$ cat src/kfts_pkg.sv
// Shared types, register codes and the step program of the two-state Kalman filter.
package kfts_pkg;

    localparam int DATA_WIDTH_DEF = 32;
    localparam int FRAC_BITS_DEF  = 16;
    localparam int IO_WIDTH       = 32;
    localparam int CFG_IDX_W      = 3;

    localparam logic [CFG_IDX_W-1:0] CFG_TRANS_GAIN  = 3'd0;
    localparam logic [CFG_IDX_W-1:0] CFG_CTRL_GAIN   = 3'd1;
    localparam logic [CFG_IDX_W-1:0] CFG_PROCESS_VAR = 3'd2;
    localparam logic [CFG_IDX_W-1:0] CFG_MEAS_VAR    = 3'd3;
    localparam logic [CFG_IDX_W-1:0] CFG_INIT_POS    = 3'd4;
    localparam logic [CFG_IDX_W-1:0] CFG_INIT_VEL    = 3'd5;
    localparam logic [CFG_IDX_W-1:0] CFG_INIT_P_POS  = 3'd6;
    localparam logic [CFG_IDX_W-1:0] CFG_INIT_P_VEL  = 3'd7;

    localparam logic signed [IO_WIDTH-1:0] RST_TRANS_GAIN  = 32'sd32768;
    localparam logic signed [IO_WIDTH-1:0] RST_CTRL_GAIN   = 32'sd32768;
    localparam logic signed [IO_WIDTH-1:0] RST_PROCESS_VAR = 32'sd6554;
    localparam logic signed [IO_WIDTH-1:0] RST_MEAS_VAR    = 32'sd3277;
    localparam logic signed [IO_WIDTH-1:0] RST_INIT_POS    = 32'sd0;
    localparam logic signed [IO_WIDTH-1:0] RST_INIT_VEL    = 32'sd327680;
    localparam logic signed [IO_WIDTH-1:0] RST_INIT_P_POS  = 32'sd655;
    localparam logic signed [IO_WIDTH-1:0] RST_INIT_P_VEL  = 32'sd65536;

    typedef struct packed {
        logic signed [IO_WIDTH-1:0] measurement;
        logic signed [IO_WIDTH-1:0] control;
    } in_t;

    typedef struct packed {
        logic signed [IO_WIDTH-1:0] pos_est;
        logic signed [IO_WIDTH-1:0] vel_est;
        logic signed [IO_WIDTH-1:0] innovation;
        logic                       degenerate;
    } out_t;

    typedef enum logic [1:0] {
        OP_ADD,
        OP_SUB,
        OP_MUL,
        OP_DIV
    } op_t;

    typedef enum logic [4:0] {
        S_POS, S_VEL, S_PP, S_PV, S_VV,
        S_MEAS, S_CTL, S_DT, S_G, S_Q, S_R,
        S_T, S_POSP, S_VELP, S_B, S_PPP, S_VVP, S_S,
        S_K0, S_K1, S_INN
    } sel_t;

    typedef struct packed {
        op_t  op;
        sel_t src_a;
        sel_t src_b;
        sel_t dst;
    } step_t;

    typedef struct packed {
        logic  start;
        logic  load_in;
        logic  load_out;
        step_t step;
    } cmd_t;

    typedef struct packed {
        logic done;
    } status_t;

    localparam int NUM_STEPS = 26;
    localparam int STEP_W    = $clog2(NUM_STEPS);

    function automatic step_t prog(input logic [STEP_W-1:0] idx);
        step_t s;
        case (idx)
            5'd0:    s = '{OP_MUL, S_DT,   S_VEL,  S_T};
            5'd1:    s = '{OP_ADD, S_POS,  S_T,    S_POSP};
            5'd2:    s = '{OP_MUL, S_G,    S_CTL,  S_T};
            5'd3:    s = '{OP_ADD, S_VEL,  S_T,    S_VELP};
            5'd4:    s = '{OP_MUL, S_DT,   S_VV,   S_T};
            5'd5:    s = '{OP_ADD, S_PV,   S_T,    S_B};
            5'd6:    s = '{OP_MUL, S_DT,   S_PV,   S_T};
            5'd7:    s = '{OP_ADD, S_PP,   S_T,    S_PPP};
            5'd8:    s = '{OP_MUL, S_DT,   S_B,    S_T};
            5'd9:    s = '{OP_ADD, S_PPP,  S_T,    S_PPP};
            5'd10:   s = '{OP_ADD, S_PPP,  S_Q,    S_PPP};
            5'd11:   s = '{OP_ADD, S_VV,   S_Q,    S_VVP};
            5'd12:   s = '{OP_ADD, S_PPP,  S_R,    S_S};
            5'd13:   s = '{OP_DIV, S_PPP,  S_S,    S_K0};
            5'd14:   s = '{OP_DIV, S_B,    S_S,    S_K1};
            5'd15:   s = '{OP_SUB, S_MEAS, S_POSP, S_INN};
            5'd16:   s = '{OP_MUL, S_K0,   S_INN,  S_T};
            5'd17:   s = '{OP_ADD, S_POSP, S_T,    S_POS};
            5'd18:   s = '{OP_MUL, S_K1,   S_INN,  S_T};
            5'd19:   s = '{OP_ADD, S_VELP, S_T,    S_VEL};
            5'd20:   s = '{OP_MUL, S_K0,   S_PPP,  S_T};
            5'd21:   s = '{OP_SUB, S_PPP,  S_T,    S_PP};
            5'd22:   s = '{OP_MUL, S_K0,   S_B,    S_T};
            5'd23:   s = '{OP_SUB, S_B,    S_T,    S_PV};
            5'd24:   s = '{OP_MUL, S_K1,   S_B,    S_T};
            5'd25:   s = '{OP_SUB, S_VVP,  S_T,    S_VV};
            default: s = '{OP_ADD, S_T,    S_T,    S_T};
        endcase
        return s;
    endfunction

endpackage

$ cat src/kfts_ctrl.sv
// Sequencer that walks the filter step program and runs both handshakes.
module kfts_ctrl (
    input  logic              clk,
    input  logic              rst_n,
    input  logic              meas_valid,
    output logic              meas_stall,
    output logic              est_valid,
    input  logic              est_stall,
    input  kfts_pkg::status_t status,
    output kfts_pkg::cmd_t    cmd
);
    import kfts_pkg::*;

    typedef enum logic [1:0] {
        C_IDLE,
        C_ISSUE,
        C_WAIT,
        C_DONE
    } state_t;

    state_t              state_reg;
    logic [STEP_W-1:0]   step_reg;
    logic                est_valid_reg;
    logic                accept;
    logic                deliver;

    assign accept  = (state_reg == C_IDLE) && meas_valid;
    assign deliver = (state_reg == C_DONE) && (!est_valid_reg || !est_stall);

    assign meas_stall   = (state_reg != C_IDLE);
    assign est_valid    = est_valid_reg;
    assign cmd.start    = (state_reg == C_ISSUE);
    assign cmd.load_in  = accept;
    assign cmd.load_out = deliver;
    assign cmd.step     = prog(step_reg);

    always_ff @(posedge clk or negedge rst_n)
    begin
        if (!rst_n)
        begin
            state_reg     <= C_IDLE;
            step_reg      <= '0;
            est_valid_reg <= 1'b0;
        end
        else
        begin
            if (deliver)
            begin
                est_valid_reg <= 1'b1;
            end
            else if (est_valid_reg && !est_stall)
            begin
                est_valid_reg <= 1'b0;
            end
            case (state_reg)
                C_IDLE:
                begin
                    if (accept)
                    begin
                        step_reg  <= '0;
                        state_reg <= C_ISSUE;
                    end
                end
                C_ISSUE:
                begin
                    state_reg <= C_WAIT;
                end
                C_WAIT:
                begin
                    if (status.done)
                    begin
                        if (step_reg == STEP_W'(NUM_STEPS - 1))
                        begin
                            state_reg <= C_DONE;
                        end
                        else
                        begin
                            step_reg  <= step_reg + 1'b1;
                            state_reg <= C_ISSUE;
                        end
                    end
                end
                C_DONE:
                begin
                    // hold the finished request until the output register is free
                    if (deliver)
                    begin
                        state_reg <= C_IDLE;
                    end
                end
                default:
                begin
                    state_reg <= C_IDLE;
                end
            endcase
        end
    end

endmodule

$ cat src/kfts_dp.sv
// Datapath: filter state, configuration, one shared multiply/divide/add unit.
module kfts_dp #(
    parameter int DATA_WIDTH = kfts_pkg::DATA_WIDTH_DEF,
    parameter int FRAC_BITS  = kfts_pkg::FRAC_BITS_DEF
) (
    input  logic                                clk,
    input  logic                                rst_n,
    input  kfts_pkg::cmd_t                      cmd,
    output kfts_pkg::status_t                   status,
    input  kfts_pkg::in_t                       meas_data,
    output kfts_pkg::out_t                      est_data,
    input  logic                                wr_en,
    input  logic [kfts_pkg::CFG_IDX_W-1:0]      wr_index,
    input  logic [kfts_pkg::IO_WIDTH-1:0]       wr_data
);
    import kfts_pkg::*;

    localparam int W    = DATA_WIDTH;
    localparam int F    = FRAC_BITS;
    localparam int DIG  = 16;
    localparam int NDIG = (W + DIG - 1) / DIG;
    localparam int BW   = NDIG * DIG;
    localparam int PW   = W + BW;
    localparam int DW   = W + F;
    localparam int CW   = $clog2(DW + 1);

    localparam logic signed [W-1:0] MAXW = {1'b0, {(W-1){1'b1}}};
    localparam logic signed [W-1:0] MINW = {1'b1, {(W-1){1'b0}}};

    typedef enum logic [1:0] {
        F_IDLE,
        F_MUL,
        F_DIV,
        F_FIN
    } fu_state_t;

    function automatic logic signed [W-1:0] to_w(input logic signed [IO_WIDTH-1:0] v);
        logic signed [IO_WIDTH-1:0] hi;
        hi = v >>> (W - 1);
        if (hi == '0 || hi == '1)
        begin
            return W'(v);
        end
        return v[IO_WIDTH-1] ? MINW : MAXW;
    endfunction

    function automatic logic signed [IO_WIDTH-1:0] to_io(input logic signed [W-1:0] v);
        logic signed [W-1:0] hi;
        hi = v >>> (IO_WIDTH - 1);
        if (hi == '0 || hi == '1)
        begin
            return IO_WIDTH'(v);
        end
        return v[W-1] ? {1'b1, {(IO_WIDTH-1){1'b0}}} : {1'b0, {(IO_WIDTH-1){1'b1}}};
    endfunction

    function automatic logic signed [W-1:0] from_mag(input logic neg, input logic [W-1:0] mag,
                                                     input logic sat);
        if (sat)
        begin
            return neg ? MINW : MAXW;
        end
        return neg ? -$signed(mag) : $signed(mag);
    endfunction

    function automatic logic [W-1:0] mag_of(input logic signed [W-1:0] v);
        return v[W-1] ? W'(-v) : W'(v);
    endfunction

    // configuration
    logic signed [W-1:0] dt_reg, g_reg, q_reg, r_reg;
    // filter state and temporaries
    logic signed [W-1:0] pos_reg, vel_reg, pp_reg, pv_reg, vv_reg;
    logic signed [W-1:0] meas_reg, ctl_reg;
    logic signed [W-1:0] t_reg, posp_reg, velp_reg, b_reg, ppp_reg, vvp_reg, s_reg;
    logic signed [W-1:0] k0_reg, k1_reg, inn_reg;
    out_t                out_reg;

    // shared unit
    fu_state_t           fu_state_reg;
    op_t                 op_reg;
    sel_t                dst_reg;
    logic                neg_reg;
    logic                zero_reg;
    logic signed [W-1:0] a_reg, bop_reg;
    logic [W-1:0]        mag_a_reg, mag_d_reg;
    logic [BW-1:0]       mag_b_reg;
    logic [PW-1:0]       acc_reg;
    logic [DW-1:0]       dsr_reg, quo_reg;
    logic [W-1:0]        rem_reg;
    logic [CW-1:0]       cnt_reg;

    logic signed [W-1:0] op_a, op_b, res;
    logic [W:0]          rem_sh;
    logic [PW:0]         rnd;
    logic signed [W:0]   sum;
    logic signed [IO_WIDTH-1:0] wr_s, wr_u;

    assign wr_s = $signed(wr_data);
    assign wr_u = $signed({1'b0, wr_data[IO_WIDTH-2:0]});

    always_comb
    begin
        case (cmd.step.src_a)
            S_POS:   op_a = pos_reg;
            S_VEL:   op_a = vel_reg;
            S_PP:    op_a = pp_reg;
            S_PV:    op_a = pv_reg;
            S_VV:    op_a = vv_reg;
            S_MEAS:  op_a = meas_reg;
            S_CTL:   op_a = ctl_reg;
            S_DT:    op_a = dt_reg;
            S_G:     op_a = g_reg;
            S_Q:     op_a = q_reg;
            S_R:     op_a = r_reg;
            S_T:     op_a = t_reg;
            S_POSP:  op_a = posp_reg;
            S_VELP:  op_a = velp_reg;
            S_B:     op_a = b_reg;
            S_PPP:   op_a = ppp_reg;
            S_VVP:   op_a = vvp_reg;
            S_S:     op_a = s_reg;
            S_K0:    op_a = k0_reg;
            S_K1:    op_a = k1_reg;
            S_INN:   op_a = inn_reg;
            default: op_a = '0;
        endcase
    end

    always_comb
    begin
        case (cmd.step.src_b)
            S_POS:   op_b = pos_reg;
            S_VEL:   op_b = vel_reg;
            S_PP:    op_b = pp_reg;
            S_PV:    op_b = pv_reg;
            S_VV:    op_b = vv_reg;
            S_MEAS:  op_b = meas_reg;
            S_CTL:   op_b = ctl_reg;
            S_DT:    op_b = dt_reg;
            S_G:     op_b = g_reg;
            S_Q:     op_b = q_reg;
            S_R:     op_b = r_reg;
            S_T:     op_b = t_reg;
            S_POSP:  op_b = posp_reg;
            S_VELP:  op_b = velp_reg;
            S_B:     op_b = b_reg;
            S_PPP:   op_b = ppp_reg;
            S_VVP:   op_b = vvp_reg;
            S_S:     op_b = s_reg;
            S_K0:    op_b = k0_reg;
            S_K1:    op_b = k1_reg;
            S_INN:   op_b = inn_reg;
            default: op_b = '0;
        endcase
    end

    assign rem_sh = {rem_reg, dsr_reg[DW-1]};
    assign rnd    = (PW+1)'(acc_reg) + ((PW+1)'(1) << (F - 1));
    assign sum    = (op_reg == OP_SUB) ? ((W+1)'(a_reg) - (W+1)'(bop_reg))
                                       : ((W+1)'(a_reg) + (W+1)'(bop_reg));

    always_comb
    begin
        case (op_reg)
            OP_ADD, OP_SUB:
            begin
                if (sum[W] != sum[W-1])
                begin
                    res = sum[W] ? MINW : MAXW;
                end
                else
                begin
                    res = sum[W-1:0];
                end
            end
            OP_MUL:  res = from_mag(neg_reg, W'(rnd >> F), |(rnd >> (F + W - 1)));
            OP_DIV:  res = zero_reg ? '0 : from_mag(neg_reg, W'(quo_reg), |(quo_reg >> (W - 1)));
            default: res = '0;
        endcase
    end

    assign status.done = (fu_state_reg == F_FIN);
    assign est_data    = out_reg;

    always_ff @(posedge clk or negedge rst_n)
    begin
        if (!rst_n)
        begin
            fu_state_reg <= F_IDLE;
        end
        else
        begin
            case (fu_state_reg)
                F_IDLE:
                begin
                    if (cmd.start)
                    begin
                        case (cmd.step.op)
                            OP_MUL:  fu_state_reg <= F_MUL;
                            OP_DIV:  fu_state_reg <= (op_b == '0) ? F_FIN : F_DIV;
                            default: fu_state_reg <= F_FIN;
                        endcase
                    end
                end
                F_MUL:
                begin
                    if (cnt_reg == CW'(1))
                    begin
                        fu_state_reg <= F_FIN;
                    end
                end
                F_DIV:
                begin
                    if (cnt_reg == CW'(1))
                    begin
                        fu_state_reg <= F_FIN;
                    end
                end
                F_FIN:
                begin
                    fu_state_reg <= F_IDLE;
                end
                default:
                begin
                    fu_state_reg <= F_IDLE;
                end
            endcase
        end
    end

    // unit payload
    always_ff @(posedge clk)
    begin
        case (fu_state_reg)
            F_IDLE:
            begin
                if (cmd.start)
                begin
                    op_reg    <= cmd.step.op;
                    dst_reg   <= cmd.step.dst;
                    a_reg     <= op_a;
                    bop_reg   <= op_b;
                    neg_reg   <= op_a[W-1] ^ op_b[W-1];
                    zero_reg  <= (op_b == '0);
                    mag_a_reg <= mag_of(op_a);
                    mag_d_reg <= mag_of(op_b);
                    mag_b_reg <= BW'(mag_of(op_b));
                    acc_reg   <= '0;
                    dsr_reg   <= {mag_of(op_a), {F{1'b0}}};
                    rem_reg   <= '0;
                    quo_reg   <= '0;
                    cnt_reg   <= (cmd.step.op == OP_MUL) ? CW'(NDIG) : CW'(DW);
                end
            end
            F_MUL:
            begin
                // one 16-bit digit of the multiplier per cycle, top digit first
                acc_reg   <= (acc_reg << DIG) + PW'(mag_a_reg * mag_b_reg[BW-1 -: DIG]);
                mag_b_reg <= mag_b_reg << DIG;
                cnt_reg   <= cnt_reg - 1'b1;
            end
            F_DIV:
            begin
                if (rem_sh >= {1'b0, mag_d_reg})
                begin
                    rem_reg <= W'(rem_sh - {1'b0, mag_d_reg});
                    quo_reg <= {quo_reg[DW-2:0], 1'b1};
                end
                else
                begin
                    rem_reg <= rem_sh[W-1:0];
                    quo_reg <= {quo_reg[DW-2:0], 1'b0};
                end
                dsr_reg <= dsr_reg << 1;
                cnt_reg <= cnt_reg - 1'b1;
            end
            default:
            begin
                cnt_reg <= cnt_reg;
            end
        endcase
    end

    // configuration and filter state
    always_ff @(posedge clk or negedge rst_n)
    begin
        if (!rst_n)
        begin
            dt_reg   <= to_w(RST_TRANS_GAIN);
            g_reg    <= to_w(RST_CTRL_GAIN);
            q_reg    <= to_w(RST_PROCESS_VAR);
            r_reg    <= to_w(RST_MEAS_VAR);
            pos_reg  <= to_w(RST_INIT_POS);
            vel_reg  <= to_w(RST_INIT_VEL);
            pp_reg   <= to_w(RST_INIT_P_POS);
            pv_reg   <= '0;
            vv_reg   <= to_w(RST_INIT_P_VEL);
        end
        else
        begin
            if (wr_en)
            begin
                case (wr_index)
                    CFG_TRANS_GAIN:  dt_reg <= to_w(wr_s);
                    CFG_CTRL_GAIN:   g_reg  <= to_w(wr_s);
                    CFG_PROCESS_VAR: q_reg  <= to_w(wr_u);
                    CFG_MEAS_VAR:    r_reg  <= to_w(wr_u);
                    CFG_INIT_POS:
                    begin
                        pos_reg  <= to_w(wr_s);
                    end
                    CFG_INIT_VEL:
                    begin
                        vel_reg  <= to_w(wr_s);
                    end
                    CFG_INIT_P_POS:
                    begin
                        pp_reg  <= to_w(wr_u);
                        pv_reg  <= '0;
                    end
                    CFG_INIT_P_VEL:
                    begin
                        vv_reg  <= to_w(wr_u);
                        pv_reg  <= '0;
                    end
                    default:
                    begin
                        dt_reg <= dt_reg;
                    end
                endcase
            end
            else if (fu_state_reg == F_FIN)
            begin
                case (dst_reg)
                    S_POS:   pos_reg <= res;
                    S_VEL:   vel_reg <= res;
                    S_PP:    pp_reg  <= res;
                    S_PV:    pv_reg  <= res;
                    S_VV:    vv_reg  <= res;
                    default: pos_reg <= pos_reg;
                endcase
            end
        end
    end

    // temporaries and request payload
    always_ff @(posedge clk)
    begin
        if (cmd.load_in)
        begin
            meas_reg <= to_w(meas_data.measurement);
            ctl_reg  <= to_w(meas_data.control);
        end
        if (fu_state_reg == F_FIN)
        begin
            case (dst_reg)
                S_T:     t_reg    <= res;
                S_POSP:  posp_reg <= res;
                S_VELP:  velp_reg <= res;
                S_B:     b_reg    <= res;
                S_PPP:   ppp_reg  <= res;
                S_VVP:   vvp_reg  <= res;
                S_S:     s_reg    <= res;
                S_K0:    k0_reg   <= res;
                S_K1:    k1_reg   <= res;
                S_INN:   inn_reg  <= res;
                default: t_reg    <= t_reg;
            endcase
        end
        if (cmd.load_out)
        begin
            out_reg.pos_est    <= to_io(pos_reg);
            out_reg.vel_est    <= to_io(vel_reg);
            out_reg.innovation <= to_io(inn_reg);
            out_reg.degenerate <= (s_reg == '0);
        end
    end

endmodule

$ cat src/kalman_filter_two_state.sv
// Two-state Kalman filter: 10 multiplies (16-bit digit serial), 2 divides (bit-serial) and 14 adds
// per request on one shared unit; after the last step the result waits in the done state until
// the output register is free, then is registered there; one request at a time.
// Throughput is set by the shared multiply/divide unit and the bit-serial divide.
// Reset loads the configuration defaults and the initial state; the block is ready at once.
module kalman_filter_two_state #(
    parameter int DATA_WIDTH = kfts_pkg::DATA_WIDTH_DEF,
    parameter int FRAC_BITS  = kfts_pkg::FRAC_BITS_DEF
) (
    input  logic                           clk,
    input  logic                           rst_n,
    input  logic                           meas_valid,
    output logic                           meas_stall,
    input  kfts_pkg::in_t                  meas_data,
    output logic                           est_valid,
    input  logic                           est_stall,
    output kfts_pkg::out_t                 est_data,
    input  logic                           wr_en,
    input  logic [kfts_pkg::CFG_IDX_W-1:0] wr_index,
    input  logic [kfts_pkg::IO_WIDTH-1:0]  wr_data
);
    import kfts_pkg::*;

    cmd_t    cmd;
    status_t status;

    kfts_ctrl u_ctrl (
        .clk        (clk),
        .rst_n      (rst_n),
        .meas_valid (meas_valid),
        .meas_stall (meas_stall),
        .est_valid  (est_valid),
        .est_stall  (est_stall),
        .status     (status),
        .cmd        (cmd)
    );

    kfts_dp #(
        .DATA_WIDTH (DATA_WIDTH),
        .FRAC_BITS  (FRAC_BITS)
    ) u_dp (
        .clk       (clk),
        .rst_n     (rst_n),
        .cmd       (cmd),
        .status    (status),
        .meas_data (meas_data),
        .est_data  (est_data),
        .wr_en     (wr_en),
        .wr_index  (wr_index),
        .wr_data   (wr_data)
    );

endmodule
$ cat config.mk
export PLATFORM = sky130hd
export DESIGN_NAME = kalman_filter_two_state
export DESIGN_NICKNAME = d
export VERILOG_FILES = /design/src/kfts_pkg.sv /design/src/kfts_ctrl.sv /design/src/kfts_dp.sv /design/src/kalman_filter_two_state.sv
export SDC_FILE = /design/constraint.sdc
export NUM_CORES = 2
export LEC_CHECK = 0
export BUFFER_PORTS_ARGS = -buffer_cell sky130_fd_sc_hd__buf_2
export CAP_MARGIN = 25
export CORE_MARGIN = 2
export CORE_UTILIZATION = 30
export DETAILED_ROUTE_END_ITERATION = 12
export SLEW_MARGIN = 0
export SYNTH_ARGS = -nofsm -noshare
export SYNTH_HDL_FRONTEND = slang
export SYNTH_SLANG_ARGS = --single-unit
$ cat constraint.sdc
create_clock -name clk -period 11.1 [get_ports clk]
set_clock_uncertainty 0.1 [all_clocks]
set_input_delay 2.775 -clock clk [delete_from_list [all_inputs] [get_ports clk]]
set_output_delay 2.775 -clock clk [all_outputs]
set_load 0.05 [all_outputs]
# Word level (Yosys, flattened, before mapping)
# Memory sizes are Yosys's and may differ from the RTL's.
# Cells that the tools add are included.
totals:
  ff_bits: 1146
  memories: 1
  in_bits: 104
  romBits: 544
mem_list:
  columns: ["name", "depth", "width", "rd", "rd_ports_with_merged_regs", "write_ports", "line_no", "text"]
  rows:
  - ["(name not given)", 32, 17, 1, 0, 0, "kfts_pkg.sv:76", "case (idx)"]
op_classes:
  n_addsub: 11
  muxes: 123
  order_cmp: 1
  eq_ne: 92
  reduce_logical: 70
  n_mul: 1
  bitwise_logic: 1
ops:
  columns: ["op", "n"]
  rows:
  - ["32-bit two-way mux", 56]
  - ["32-bit one-hot mux with 21 select lines", 2]
  - ["32-bit zero test", 8]
  - ["32-bit == test, second input constant", 6]
  - ["48-bit one-hot mux with 2 select lines", 2]
  - ["32-bit negator", 4]
  - ["32-bit one-hot mux with 2 select lines", 2]
  - ["64-bit one-hot mux with 2 select lines", 1]
  - ["31-bit two-way mux", 4]
  - ["5-bit by 4-bit == test with 1-bit output, second input constant", 21]
  - ["48-bit two-way mux", 2]
  - ["32-bit one-hot mux with 3 select lines", 1]
  - ["5-bit == test, second input constant", 16]
  - ["64-bit by 16-bit adder with 65-bit output, second input constant", 1]
  - ["64-bit by 48-bit adder with 64-bit output", 1]
  - ["64-bit two-way mux", 1]
  - ["32-bit by 16-bit multiplier with 48-bit output", 1]
  - ["5-bit by 3-bit == test with 1-bit output, second input constant", 9]
  - ["2-bit AND reduction", 19]
  - ["1-bit two-way mux", 35]
  - ["32-bit by 32-bit adder with 33-bit output", 1]
  - ["33-bit by 32-bit >= comparator with 1-bit output", 1]
  - ["33-bit two-way mux", 1]
  - ["32-bit by 32-bit subtractor with 33-bit output", 1]
  - ["35 further kinds", 103]

# Depth between registers and ports, before layout
depth:
  word_depth: 9
  mapped_depth: 26
  ltp_nobuf: 25

# By module
# From an unflattened synthesis, not the netlist that was laid out.
hier_totals:
  cells_unflattened: 7064
  hier_area_um2: 74951.9
by_module_without_submodules:
  columns: ["module", "seq_area_each_um2", "cells_each", "area_per_inst_um2", "n_inst"]
  rows:
  - ["kfts_dp", 32162.1, 6921, 73812.0, 1]
  - ["kfts_ctrl", 200.2, 143, 1139.8, 1]

# Worst setup path after synthesis
# OpenSTA, ideal clock, no wires.
synth_timing:
  path_type: "register to register"
  startpoint: "register u_dp.fu_state_reg[0]"
  endpoint: "register u_dp.dsr_reg[16], enable pin"
  required_ns: 10.263
  synth_period_minus_slack_ns: 9.901
  setup_time_ns: 0.737
  path_buffers: 2
  stages_incl_launch_ff: 7
  slack_ns: 1.199
  t_arrival_ns: 9.064
  cell_sequence: "dfrtp_1 inv_1 ha_1 clkbuf_1 inv_1 clkbuf_1 o21ai_0"
synth_between:
  elab_chain_len: 3
  elab_cells_between_ends: 5
synth_lines:
  columns: ["element", "line_no", "text"]
  rows:
  - ["start: declaration", "kfts_dp.sv:80", "fu_state_t fu_state_reg;"]
  - ["start signal: assignment", "kfts_dp.sv:201", "OP_DIV: fu_state_reg <= (op_b == '0) ? F_FIN : F_DIV;"]
  - ["2-bit == test or 2-bit zero test (tied branches)", "kfts_dp.sv:235", "case (fu_state_reg)"]
  - ["2-bit nonzero test (no line) or 2-bit != test (tied branches)", null, null]
  - ["2-bit AND reduction (no line) *", null, null]
  - ["end signal: assignment", "kfts_dp.sv:250", "dsr_reg <= {mag_of(op_a), {F{1'b0}}};"]
  - ["end signal: assignment", "kfts_dp.sv:275", "dsr_reg <= dsr_reg << 1;"]
  - ["end: declaration", "kfts_dp.sv:89", "logic [DW-1:0] dsr_reg, quo_reg;"]
# Every way passes the cells marked *; elsewhere a longest branch is shown, timed or not.
# A chain may end at the register's enable or synchronous reset.

# Worst setup path in the final report
layout_timing:
  startpoint: "register u_dp.mag_b_reg[28]"
  endpoint: "register u_dp.acc_reg[53], data pin"
layout_between:
  elab_chain_len: 3
layout_lines:
  columns: ["element", "line_no", "text"]
  rows:
  - ["start: declaration", "kfts_dp.sv:87", "logic [BW-1:0] mag_b_reg;"]
  - ["start signal: assignment", "kfts_dp.sv:248", "mag_b_reg <= BW'(mag_of(op_b));"]
  - ["start signal: assignment", "kfts_dp.sv:260", "mag_b_reg <= mag_b_reg << DIG;"]
  - ["32-bit by 16-bit multiplier with 48-bit output", "kfts_dp.sv:259", "acc_reg <= (acc_reg << DIG) + PW'(mag_a_reg * mag_b_reg[BW-1 -: DIG]);"]
  - ["64-bit by 48-bit adder with 64-bit output", "kfts_dp.sv:259", null]
  - ["64-bit one-hot mux with 2 select lines", "kfts_dp.sv:235", null]
  - ["end signal: assignment", "kfts_dp.sv:259", null]
  - ["end: declaration", "kfts_dp.sv:88", "logic [PW-1:0] acc_reg;"]
# No other way between the ends.

==> impl_metrics.env <==
export IMPL_path_common_cell="fa_1"
export IMPL_crit_path_max_fanout=20
export IMPL_syn_area_per_cell_sq_um=10.48
export IMPL_critical_path_required_ns=11.49
export IMPL_grt_pass1_wl_microns=483700
export IMPL_drtIter0Drc=9391
export IMPL_worst_slack_ns=2.260
export IMPL_maxSlewHeadroom=0.1719
export IMPL_hold_viol=0
export IMPL_period_share=0.7964
export IMPL_post_dp_cell_area_sq_um=82040
export IMPL_synth_top_area_cell="edfxtp_1"
export IMPL_cp_start_kind="flop"
export IMPL_ys_ff_latch=1126
export IMPL_grtUsageTotal=0.2633
export IMPL_grt_max_degree=144
export IMPL_clkSlewWorstSetupHoldPaths_ns=0.06
export IMPL_die_width_microns=508.9
export IMPL_area_delta_synth_final_pct=13.35
export IMPL_initial_core_util=0.3014
export IMPL_numPortBuffers=202
export IMPL_clk_latency_ns=0.83
export IMPL_syn_area_sq_um=76470
export IMPL_dieArea_sq_um=259000
export IMPL_wl_microns=348500
export IMPL_antenna_found_initial=42
export IMPL_min_delay_path_class="flop to flop"
export IMPL_rsz0062_at_grt="no"
export IMPL_cp_top_family="adder cells"
export IMPL_place_congestion=1.061
export IMPL_yosysWarnings=0
export IMPL_hold_depth=0
export IMPL_drive_gt1_frac=0.1359
export IMPL_synthFlopType="edfxtp_1"
export IMPL_min_period_ns=8.840
export IMPL_syn_nets=8075
export IMPL_overflow=0
export IMPL_layout_commonest_cell="edfxtp_1"
export IMPL_critical_path_cell_chain="buf_4 > and2_1 > fa_1 > inv_1 > fa_1 > inv_1 > fa_1 > fa_1 > fa_1 > inv_1 > fa_1 > inv_1 > ha_1 > and4_1 > nand2_1 > a21o_1 > o22ai_1 > a211oi_1 > nor4_1 > a211oi_1 > o311ai_0 > nand4_1 > xor2_1 > nor2_1"
export IMPL_dr_pass1_iters=12
export IMPL_synth_edf_count=830
export IMPL_final_area_sq_um=86690
export IMPL_cp_startpoint="u_dp.mag_b_reg[28]$_DFFE_PP_"
export IMPL_seq_area_sq_um=32360
export IMPL_setup_viol=0
export IMPL_rows=185
export IMPL_worst_pin_slew_ns=1.242
export IMPL_hold_buffers=0
export IMPL_max_freq_mhz=113.1
export IMPL_worst_setup_path_type="flop to flop"
export IMPL_clock_sinks=1126
export IMPL_reg2reg_depth=24
export IMPL_io_pins=203
export IMPL_max_stage_delay_ns=0.92
export IMPL_status="completed"
export IMPL_cts_tree="done"
export IMPL_core_area_sq_um=253700
export IMPL_largest_register_ffs=97
export IMPL_hold_path_end="u_dp.est_data[11]$_DFFE_PP_"
export IMPL_cp_slowest_cell="o311ai_0"
export IMPL_hold_start="u_dp.inn_reg[10]$_DFFE_PP_"
export IMPL_crit_buf_inv=5
export IMPL_endpoint_kind="flop"
export IMPL_setup_tns_ns=0
export IMPL_synth_top_area_frac=0.3259
export IMPL_wire_per_inst_microns=31.86
export IMPL_synthArstFlopShare=0.2629
export IMPL_synthTopCellsByArea="edfxtp_1 33%, fa_1 12%, dfrtp_1 8.9%"
export IMPL_post_cts_resized=0
export IMPL_final_cell_mix="830 x edfxtp_1, 748 x nand2_1, 729 x inv_1"
export IMPL_syn_inst=7299
export IMPL_multi_input_area_sq_um=39980
export IMPL_hpwl_microns=249600
export IMPL_ys_seq_area_frac=0.4232
export IMPL_arrival_ns=9.24
export IMPL_whs_ns=0.3815
export IMPL_grt_pass1_vias=61832
export IMPL_post_drt_via_cell_ratio=5.849
export IMPL_pre_cts_slack_ns=2.365
export IMPL_cts_buffer_depth=3
export IMPL_drv_cap=0
export IMPL_drc_errors=0
export IMPL_htree_levels=4
export IMPL_clockRootBuffer="clkbuf_16"
export IMPL_drtAntennaViolNets=0
export IMPL_fin_nets=8227
export IMPL_r2r_start="u_dp.mag_b_reg[28]$_DFFE_PP_"
export IMPL_post_cts_buffers=0
export IMPL_reg2reg_to="u_dp.acc_reg[53]$_SDFFCE_PN0P_"
export IMPL_ys_types=125
export IMPL_rrSetupSlack_ns=2.26
export IMPL_fillers=25547
export IMPL_finalMaxSlewViolations=0
export IMPL_num_vias=63984
export IMPL_die_y_microns=508.9
export IMPL_cts_buffers=133
-- metrics by stage --
stage / utilization / std cells
2_1_floorplan: - / 7299
3_3_place_gp: 0.3228 / 10657
3_5_place_dp: 0.3234 / 10671
4_1_cts: 0.3411 / 10912
5_1_grt: 0.3416 / 10925
6_report: 0.3417 / 10939
-- final cells by class --
class                      instances  area share
clock buffer                     174     0.04158
tap                             3366     0.04858
inverter                         737     0.03197
clock inverter                    67     0.01039
timing repair buffer             432     0.03248
antenna                           16   0.0004619
multi-input combinational       5021      0.4612
sequential                      1126      0.3733
-- synth_stat cells, types with 21 or more instances --
master / count
nor2b_1: 21
dfrtp_1: 271
nor2_1: 438
a31oi_1: 49
a22oi_1: 73
edfxtp_1: 830
a21oi_1: 335
buf_2: 61
dfstp_2: 25
and3_1: 69
o211ai_1: 52
a21o_1: 85
clkbuf_1: 303
nand3_1: 235
xnor2_1: 127
mux2i_1: 156
xor2_1: 102
o22ai_1: 52
a22o_1: 39
a211oi_1: 38
nand2b_1: 63
a222oi_1: 41
nand2_1: 751
nor4_1: 51
ha_1: 220
or3_1: 28
a221oi_1: 111
nand4_1: 85
nor3_1: 98
buf_6: 22
inv_1: 732
o21ai_0: 220
fa_1: 452
and2_1: 310
o31ai_1: 40
mux2_2: 212
and4_1: 25
or4_1: 23
-- worst reg2reg max path, stage by stage (launching register included) --
cell	delay, ns
edfxtp_1	0.60
buf_4	0.33
and2_1	0.22
fa_1	0.53
inv_1	0.05
fa_1	0.47
inv_1	0.06
fa_1	0.52
fa_1	0.54
fa_1	0.58
inv_1	0.07
fa_1	0.54
inv_1	0.04
ha_1	0.34
and4_1	0.26
nand2_1	0.07
a21o_1	0.16
o22ai_1	0.34
a211oi_1	0.30
nor4_1	0.76
a211oi_1	0.27
o311ai_0	0.93
nand4_1	0.25
xor2_1	0.18
nor2_1	0.05
-- routing by layer --
layer	GRT usage	routed length, microns
met5	0	178
met4	0.1598	25800
met3	0.09471	43210
met2	0.3854	146800
met1	0.3306	132500
-- kinds of logic (layout without fill, tap and decap cells) --
logic type	after synthesis	in the layout	synth area share
simple gates	2306	2306	0.1497
flops	1126	1126	0.4232
xor+xnor	229	229	0.02623
fa+ha+maj	674	674	0.1546
other cells	0	16	0
buf+inv	1152	1410	0.06052
mux	382	382	0.05461
compound gates	1430	1430	0.1312
-- worst max-delay path by stage --
stage / end / slack, ns / cells after the start
after floorplan: u_dp.dsr_reg[16]$_SDFFCE_PP0P_ / 1.20 / 6
after global placement: u_dp.acc_reg[57]$_SDFFCE_PN0P_ / 2.37 / 23
after detailed placement: u_dp.acc_reg[53]$_SDFFCE_PN0P_ / 2.37 / 24
after CTS: u_dp.acc_reg[53]$_SDFFCE_PN0P_ / 2.29 / 24
after global routing: u_dp.acc_reg[53]$_SDFFCE_PN0P_ / 1.75 / 25
final: u_dp.acc_reg[53]$_SDFFCE_PN0P_ / 2.26 / 24
Power is not shown: default switching activity piles up to over one toggle a cycle in this logic, so the estimate is an artifact.
